[src/rtl/vvs_pkg.sv]
// ----------------------------------------------------------------------------
// vvs_pkg
// Shared types, constants and helpers of the velocity Verlet step block.
// ----------------------------------------------------------------------------
package vvs_pkg;

   localparam int unsigned DIMENSIONS_DEF = 2;
   localparam int unsigned Q_WIDTH        = 32;
   localparam int unsigned DT_WIDTH       = 16;
   localparam int unsigned MASS_WIDTH     = 32;
   localparam int unsigned DIV_STEPS      = 48;
   localparam int unsigned DIV_CNT_WIDTH  = $clog2(DIV_STEPS);
   localparam int unsigned CSR_ADDR_WIDTH = 8;
   localparam int unsigned REQ_WIDTH      = 2 * Q_WIDTH;
   localparam int unsigned RSP_WIDTH      = 6 * Q_WIDTH;

   localparam logic [DT_WIDTH-1:0]   DT_RESET   = 16'd3277;
   localparam logic [MASS_WIDTH-1:0] MASS_RESET = 32'd65536;

   localparam logic [CSR_ADDR_WIDTH-1:0] CSR_TIME_STEP = 8'd0;
   localparam logic [CSR_ADDR_WIDTH-1:0] CSR_BODY_MASS = 8'd1;

   localparam logic signed [Q_WIDTH-1:0] SAT_MAX = 32'sh7FFF_FFFF;
   localparam logic signed [Q_WIDTH-1:0] SAT_MIN = 32'sh8000_0000;

   typedef enum logic [3:0] {
      ST_IDLE,
      ST_VDT,
      ST_ADT,
      ST_ADT2,
      ST_POS,
      ST_DIV,
      ST_NEWADT,
      ST_VEL,
      ST_OUT
   } state_type;

   typedef enum logic [2:0] {
      OP_NONE,
      OP_VDT,
      OP_ADT,
      OP_ADT2,
      OP_POS,
      OP_ACC,
      OP_NEWADT,
      OP_VEL
   } lane_op_type;

   typedef struct packed {
      logic        start;
      lane_op_type op;
   } lane_ctrl_type;

   typedef struct packed {
      logic div_done;
   } lane_stat_type;

   function automatic logic signed [Q_WIDTH-1:0] sat32(input logic signed [49:0] x);
      logic signed [Q_WIDTH-1:0] r;
      if (x > 50'(SAT_MAX)) begin
         r = SAT_MAX;
      end else if (x < 50'(SAT_MIN)) begin
         r = SAT_MIN;
      end else begin
         r = x[Q_WIDTH-1:0];
      end
      return r;
   endfunction

endpackage

[src/rtl/vvs_div.sv]
// ----------------------------------------------------------------------------
// vvs_div
// Restoring divider, one quotient bit per cycle: force / mass in Q16.16,
// rounded to nearest with ties away from zero, signed and saturated.
// ----------------------------------------------------------------------------
module vvs_div (
   input  logic                               clock,
   input  logic                               reset,
   input  logic                               start,
   input  logic signed [vvs_pkg::Q_WIDTH-1:0] force_val,
   input  logic [vvs_pkg::MASS_WIDTH-1:0]     body_mass,
   output logic                               done,
   output logic signed [vvs_pkg::Q_WIDTH-1:0] quotient
);
   import vvs_pkg::*;

   localparam int unsigned NUM_WIDTH = Q_WIDTH + 16;

   logic                     busy_ff, busy_in;
   logic                     done_ff, done_in;
   logic [DIV_CNT_WIDTH-1:0] cnt_ff, cnt_in;
   logic [NUM_WIDTH-1:0]     num_ff, num_in;
   logic [MASS_WIDTH-1:0]    rem_ff, rem_in;
   logic                     neg_ff, neg_in;
   logic                     zero_ff, zero_in;

   logic [Q_WIDTH-1:0]    mag;
   logic [MASS_WIDTH:0]   trial;
   logic [MASS_WIDTH+1:0] diff;
   logic                  qbit;
   logic                  round_up;
   logic [NUM_WIDTH:0]    q_round;

   assign mag   = force_val[Q_WIDTH-1] ? Q_WIDTH'(-force_val) : Q_WIDTH'(force_val);
   assign trial = {rem_ff, num_ff[NUM_WIDTH-1]};
   assign diff  = {1'b0, trial} - {2'b00, body_mass};
   assign qbit  = ~diff[MASS_WIDTH+1];

   always_comb begin
      busy_in = busy_ff;
      done_in = done_ff;
      cnt_in  = cnt_ff;
      num_in  = num_ff;
      rem_in  = rem_ff;
      neg_in  = neg_ff;
      zero_in = zero_ff;
      if (start) begin
         busy_in = 1'b1;
         done_in = 1'b0;
         cnt_in  = '0;
         num_in  = {mag, 16'd0};
         rem_in  = '0;
         neg_in  = force_val[Q_WIDTH-1];
         zero_in = (mag == '0);
      end else if (busy_ff) begin
         num_in = {num_ff[NUM_WIDTH-2:0], qbit};
         rem_in = qbit ? diff[MASS_WIDTH-1:0] : trial[MASS_WIDTH-1:0];
         cnt_in = cnt_ff + 1'b1;
         if (cnt_ff == DIV_CNT_WIDTH'(DIV_STEPS - 1)) begin
            busy_in = 1'b0;
            done_in = 1'b1;
         end
      end
   end

   always_ff @(posedge clock) begin
      if (reset) begin
         busy_ff <= 1'b0;
         done_ff <= 1'b0;
      end else begin
         busy_ff <= busy_in;
         done_ff <= done_in;
      end
   end

   always_ff @(posedge clock) begin
      cnt_ff  <= cnt_in;
      num_ff  <= num_in;
      rem_ff  <= rem_in;
      neg_ff  <= neg_in;
      zero_ff <= zero_in;
   end

   // round half away from zero: bump when twice the remainder reaches the divisor
   assign round_up = ({rem_ff, 1'b0} >= {1'b0, body_mass});
   assign q_round  = {1'b0, num_ff} + (NUM_WIDTH + 1)'(round_up);

   always_comb begin
      if (zero_ff) begin
         quotient = '0;
      end else if (neg_ff) begin
         if (q_round > (NUM_WIDTH + 1)'(64'h8000_0000)) begin
            quotient = SAT_MIN;
         end else begin
            quotient = Q_WIDTH'(-q_round[Q_WIDTH-1:0]);
         end
      end else begin
         if (q_round > (NUM_WIDTH + 1)'(64'h7FFF_FFFF)) begin
            quotient = SAT_MAX;
         end else begin
            quotient = q_round[Q_WIDTH-1:0];
         end
      end
   end

   assign done = done_ff;

endmodule

[src/rtl/vvs_lane.sv]
// ----------------------------------------------------------------------------
// vvs_lane
// One dimension: position, velocity and acceleration state, a 48x16
// multiplier stepped by the controller, and the force/mass divider.
// ----------------------------------------------------------------------------
module vvs_lane (
   input  logic                               clock,
   input  logic                               reset,
   input  vvs_pkg::lane_ctrl_type             ctrl,
   input  logic [vvs_pkg::DT_WIDTH-1:0]       time_step,
   input  logic [vvs_pkg::MASS_WIDTH-1:0]     body_mass,
   input  logic signed [vvs_pkg::Q_WIDTH-1:0] force_val,
   output vvs_pkg::lane_stat_type             stat,
   output logic signed [vvs_pkg::Q_WIDTH-1:0] position,
   output logic signed [vvs_pkg::Q_WIDTH-1:0] velocity,
   output logic signed [vvs_pkg::Q_WIDTH-1:0] accel
);
   import vvs_pkg::*;

   logic signed [Q_WIDTH-1:0] pos_ff, pos_in;
   logic signed [Q_WIDTH-1:0] vel_ff, vel_in;
   logic signed [Q_WIDTH-1:0] acc_ff, acc_in;
   logic signed [63:0]        prod_ff, prod_in;
   logic signed [33:0]        t1_ff, t1_in;
   logic signed [33:0]        half_ff, half_in;

   logic signed [47:0] mul_a;
   logic signed [64:0] mul_full;
   logic signed [64:0] prod_ext;
   logic signed [64:0] sum16, sum17, sum33;
   logic signed [64:0] rnd16, rnd17, rnd33;
   logic signed [33:0] t2;
   logic               div_done;
   logic signed [Q_WIDTH-1:0] div_q;

   vvs_div u_div (
      .clock     (clock),
      .reset     (reset),
      .start     (ctrl.start),
      .force_val (force_val),
      .body_mass (body_mass),
      .done      (div_done),
      .quotient  (div_q)
   );

   always_comb begin
      case (ctrl.op)
         OP_ADT, OP_NEWADT: mul_a = 48'(acc_ff);
         OP_ADT2:           mul_a = prod_ff[47:0];
         default:           mul_a = 48'(vel_ff);
      endcase
   end

   assign mul_full = 65'(mul_a) * $signed({49'd0, time_step});

   // rounding shifts: nearest, ties toward plus infinity
   assign prod_ext = 65'(prod_ff);
   assign sum16    = prod_ext + (65'sd1 <<< 15);
   assign sum17    = prod_ext + (65'sd1 <<< 16);
   assign sum33    = prod_ext + (65'sd1 <<< 32);
   assign rnd16    = sum16 >>> 16;
   assign rnd17    = sum17 >>> 17;
   assign rnd33    = sum33 >>> 33;
   assign t2       = rnd33[33:0];

   always_comb begin
      pos_in  = pos_ff;
      vel_in  = vel_ff;
      acc_in  = acc_ff;
      prod_in = prod_ff;
      t1_in   = t1_ff;
      half_in = half_ff;
      case (ctrl.op)
         OP_VDT: begin
            prod_in = mul_full[63:0];
         end
         OP_ADT: begin
            t1_in   = rnd16[33:0];
            prod_in = mul_full[63:0];
         end
         OP_ADT2: begin
            half_in = rnd17[33:0];
            prod_in = mul_full[63:0];
         end
         OP_POS: begin
            pos_in = sat32(50'(pos_ff) + 50'(t1_ff) + 50'(t2));
            vel_in = sat32(50'(vel_ff) + 50'(half_ff));
         end
         OP_ACC: begin
            acc_in = div_q;
         end
         OP_NEWADT: begin
            prod_in = mul_full[63:0];
         end
         OP_VEL: begin
            vel_in = sat32(50'(vel_ff) + 50'($signed(rnd17[33:0])));
         end
         default: begin
         end
      endcase
   end

   always_ff @(posedge clock) begin
      if (reset) begin
         pos_ff <= '0;
         vel_ff <= '0;
         acc_ff <= '0;
      end else begin
         pos_ff <= pos_in;
         vel_ff <= vel_in;
         acc_ff <= acc_in;
      end
   end

   always_ff @(posedge clock) begin
      prod_ff <= prod_in;
      t1_ff   <= t1_in;
      half_ff <= half_in;
   end

   assign stat.div_done = div_done;
   assign position      = pos_ff;
   assign velocity      = vel_ff;
   assign accel         = acc_ff;

endmodule

[config.mk]
export PLATFORM = sky130hd
export DESIGN_NAME = vvs_lane
export DESIGN_NICKNAME = d
export VERILOG_FILES = /design/src/rtl/vvs_pkg.sv /design/src/rtl/vvs_div.sv /design/src/rtl/vvs_lane.sv
export SDC_FILE = /design/constraint.sdc
export NUM_CORES = 2
export LEC_CHECK = 0
export ABC_AREA = 1
export BUFFER_PORTS_ARGS = -buffer_cell sky130_fd_sc_hd__buf_2
export CELL_PAD_IN_SITES_DETAIL_PLACEMENT = 0
export CELL_PAD_IN_SITES_GLOBAL_PLACEMENT = 2
export CORE_ASPECT_RATIO = 0.75
export CORE_MARGIN = 5
export CORE_UTILIZATION = 38
export CTS_BUF_LIST = sky130_fd_sc_hd__clkbuf_8
export CTS_CLUSTER_DIAMETER = 200
export DETAILED_ROUTE_END_ITERATION = 8
export PLACE_DENSITY_LB_ADDON = 0.25
export SYNTH_ARGS = -nofsm -noshare
export SYNTH_HDL_FRONTEND = slang
export SYNTH_SLANG_ARGS = --single-unit
[constraint.sdc]
create_clock -name clock -period 10.7 [get_ports clock]
set_input_delay 0.535 -clock clock [delete_from_list [all_inputs] [get_ports clock]]
set_output_delay 0.535 -clock clock [all_outputs]
set_load 0.05 [all_outputs]
Word-level counts from Yosys, hierarchy flattened
Index checks and enable logic that the tools add are counted.
Word-level totals
  bits in registers: 318
  input bits: 86
  output and inout bits: 97
  logic and storage cells: 71
Cells by class
  $add $sub $neg: 12
  multipliers: 1
  order comparisons: 9
  equality and inequality tests: 8
  muxes and demuxes: 19
  bitwise gates (word level): 1
  reduce and logical (&&, ||, !) cells: 7
Operator list (count)
  $mux 32: 12
  $add 32x34->35: 3
  $mux 48: 2
  $pmux 48 s2: 1
  $gt 35x32->1 const B: 2
  $lt 35x32->1 const B: 2
  $add 64x34->65 const B: 1
  $mul 48x17->64: 1
  $neg 32->32: 2
  $pmux 32 s2: 1
  $add 51x18->51 const B: 1
  $add 50x17->50 const B: 1
  $add 48x1->49: 1
  $gt 49x31->1 const B: 1
  $gt 49x32->1 const B: 1
  $add 35x32->36: 1
  $gt 36x32->1 const B: 1
  $lt 36x32->1 const B: 1
  $sub 33x32->34: 1
  $ge 33x32->1: 1
  $logic_not 32->1: 1
  $eq 3x3->1 const B: 4
  $add 6x1->6 const B: 1
  $eq 3x2->1 const B: 2
  8 further kinds: 12

Longest topological paths before layout
  depth in word-level cells: 6
  depth in mapped cells: 37
  gate-level depth less buffers: 35

Cells and area by module
A second synthesis with hierarchy kept.
Second synthesis, totals
  cells, all modules: 7687
  area, all modules: 54458.5 um^2
Modules (own cells, without submodules)
  vvs_lane: times used 1, cells an instance 5956, area each 44353.8 um^2, seq. area each 5885.6 um^2
  vvs_div: times used 1, cells an instance 1731, area each 10104.7 um^2, seq. area each 2142.1 um^2

Worst setup path before layout
Ideal clock, no wire load.
  kind: in2reg
  start point: input port ctrl[1] in the netlist's numbering
  end point: register prod_ff[56], data pin
  setup time: 258 ps
  arrival time: 7727 ps
  required time: 10442 ps
  slack: 2714 ps
  stages: 27
  path buffers: 3
  path through: inv_1 > nor3_1 > clkbuf_1 > buf_1 > nand2_1 > a21oi_1 > clkbuf_1 > nand2_1 > fa_1 > inv_1 > fa_1 > fa_1 > fa_1 > fa_1 > inv_1 > fa_1 > inv_1 > ha_1 > nand2_1 > nor2_1 > inv_1 > nor4_1 > nand3_1 > nand3_1 > a21o_1 > a21oi_1 > xnor2_1
Between the ends
  longest elaborated chain between the ends: 4
  elaborated cells on any way between the ends: 6
  those cells by class: mul: 1; eq/ne: 3; mux: 1; reduce/logical: 1
Ends and longest elaborated chain
  from (decl): RTL line vvs_lane.sv:9  | input vvs_pkg::lane_ctrl_type ctrl,
  $eq 3x2->1 / $eq 3x3->1 (equally long branches): RTL line vvs_lane.sv:47  | case (ctrl.op)
  $reduce_or 2->1: RTL line vvs_lane.sv:47
  $pmux 48 s2 *: RTL line vvs_lane.sv:47
  $mul 48x17->64 *: RTL line vvs_lane.sv:54  | assign mul_full = 65'(mul_a) * $signed({49'd0, time_step});
  net mul_full[56]: RTL line vvs_lane.sv:28  | logic signed [64:0] mul_full;
  to (signal assigned): RTL line vvs_lane.sv:116  | prod_ff <= prod_in;
  to (decl): RTL line vvs_lane.sv:23  | logic signed [63:0] prod_ff, prod_in;
The timed path passes the listed nets; every way through them passes the cells marked *.
A chain may end at the register's enable or synchronous reset.

Worst setup path after layout
  start point: input port ctrl[2] in the netlist's numbering
  end point: register prod_ff[45], data pin
Same word-level chain as after synthesis.

==> metrics <==
Hold-fix buffers, CTS=0; vias per inst=5.15; max-cap check violation count=0; setup_tns=0 ns; count leader, synth=nand2_1; Synth top area share=0.279; min cycle time layout=8.66 ns; cts bufs inserted=61; fraction of layout cells with a size suffix above 1=0.0583; CP most frequent cell=inv_1; Initial Util=0.382; Area contributors post-synth=fa_1 (28%), nand2_1 (13%), inv_1 (12%); Fmax=0.115 GHz; Mapped Avg Cell Area=7.16 um^2; Post-synth EDFFs=166; final net count=8720; WP buf/inv=8; Largest stage delay, worst path=0.77 ns; CP Capture Type=flip-flop; number of I/O port buffers=182; initial antenna violation count=6; RSZ-0062 raised after global routing=no; Area Growth Syn to Fin=8.37%; vias=49086; GP Congestion=0.950; final max-slew violation count=0; crit start category=primary input; #FFs+latches synth=318; measured slew at the worst slew-check pin=1.20 ns; core area=0.140 mm^2; final setup violating endpoints=0; Hold Crit Class=primary input to flip-flop; final WL=210 mm; Starting DRT DRC Count=4320; CP Data Arrival Time=9.21 ns; post-synth top area cell=fa_1; Final Hold Fails=0; Netlist Area Pre-Place=0.0536 mm^2; ANT nets after route=0; WL per Instance=22.1 um; Setup CP Type=primary input to flip-flop; Post-Syn Nets=8613; post-cts resize count=0; setup bufs post-CTS=0; grt total ovfl=0; Die H=335 um; sequential area share after synthesis=0.150; Synth cell types=57; Crit-path slowest cell=nand3_1; vias in the first global route=48261; Post-synth top cells=nand2_1 (1860), inv_1 (1644), fa_1 (746); data required time of the worst path=11.25 ns; I/O pins=183; H-tree depth=2; Slew HR=0.197; Sink Count=318; die area=0.149 mm^2; Ys Warns=0; Rows=119; Post-synth top flop=edfxtp_1; Remaining DRCs=0; CP top delay family=adder cells; first-pass GRT wire length=315 mm; Worst-path clk slew=0.07 ns; clk_skew=0.0850 ns; Post-DP HPWL=173 mm; All-Layer GR Usage=0.279; status=finished clean; crit path max fanout=30; Max Root-Sink Buffers=3; DP Worst Slack=1.46 ns; final worst path period share=0.809; PnR worst setup slack=2.04 ns; largest net degree at the start of global routing=65; Post-synth ARST share=0; cell count after synthesis=7492; chip width=444 um; Root Driver=clkbuf_8; DR pass1 iterations=7; CTS tree=done; clock latency at the later pin of the worst-skew pair=0.79 ns
-- cell type report --
cell class / count / area, um^2
flip-flops and latches: 318 / 8030
multi-input cells: 5275 / 38500
clock inverters: 45 / 413
clock buffers: 71 / 977
diodes: 2 / 5.00
inverters: 1671 / 6270
repair buffers: 272 / 1590
well taps: 1875 / 2350
fillers: 15053 / 82200
-- per-layer routing --
metal / part of all wire / track usage / wire length (um) / vias to the layer above
li1: - / - / - / 22995
met1: 0.51 / 0.452 / 107000 / 24135
met2: 0.39 / 0.385 / 81900 / 1793
met3: 0.087 / 0.0524 / 18300 / 163
met4: 0.014 / 0.0419 / 3030 / 0
met5: 0 / 0 / 0 / -
-- logic make-up (layout without fill, tap and decap cells) --
logic type / count (synthesis) / in the layout / share of synthesized area
XOR/XNOR: 311 / 311 / 0.0509
AND/OR/NAND/NOR: 3128 / 3128 / 0.237
multiplexers: 1 / 1 / 0.000187
buffers and inverters: 1899 / 2059 / 0.134
adder cells (fa/ha/maj): 1035 / 1035 / 0.346
flip-flops: 318 / 318 / 0.150
AO/OA/AOI/OAI: 800 / 800 / 0.0821
other: 0 / 2 / 0
-- layout by cell type (no fill, tap or decap), types with 89 or more instances in the layout --
cell type	count
nand2_1	1860
a21oi_1	358
buf_2	182
ha_1	289
dfxtp_1	152
fa_1	746
nand3_1	298
nor2_1	724
xnor2_1	94
edfxtp_1	166
buf_4	89
xor2_1	216
o21ai_0	251
inv_1	1657
-- flip-flops by register name, indices dropped and copies added (netlist names), 6 cells and up --
| register | cells |
|---|---|
| u_div.rem_ff | 32 |
| position | 32 |
| u_div.num_ff | 48 |
| half_ff | 34 |
| prod_ff | 64 |
| u_div.cnt_ff | 6 |
| velocity | 32 |
| accel | 32 |
| t1_ff | 34 |
-- final timing paths --
kind | slack (ns) | from | endpoint | cells after the start
max | 2.04 | ctrl[2] | prod_ff[45] | 29
min | 0.18 | force_val[15] | u_div.num_ff[31] | 3
max reg2reg | 2.56 | velocity[10] | prod_ff[45] | 22
min reg2reg | 0.47 | u_div.rem_ff[28] | u_div.rem_ff[28] | 2
-- per-stage QoR --
step	area [um^2]	utilization	hold WS [ns]	instances
global route	58100	0.414	0.171	9528
CTS	58100	0.414	0.126	9527
global placement	56700	0.404	0.457	9410
detailed placement	56700	0.404	0.464	9411
finish	58100	0.414	0.184	9529
floorplan	53600	-	0.444	7492
-- tightest hold or removal path, delay by kind of cell --
family / cells / cell delay (ns)
buf+inv: 1 / 0.11
xor+xnor: 1 / 0.10
compound gates: 1 / 0.10
Power is not shown: default switching activity piles up to over one toggle a cycle in this logic, so the estimate is an artifact.
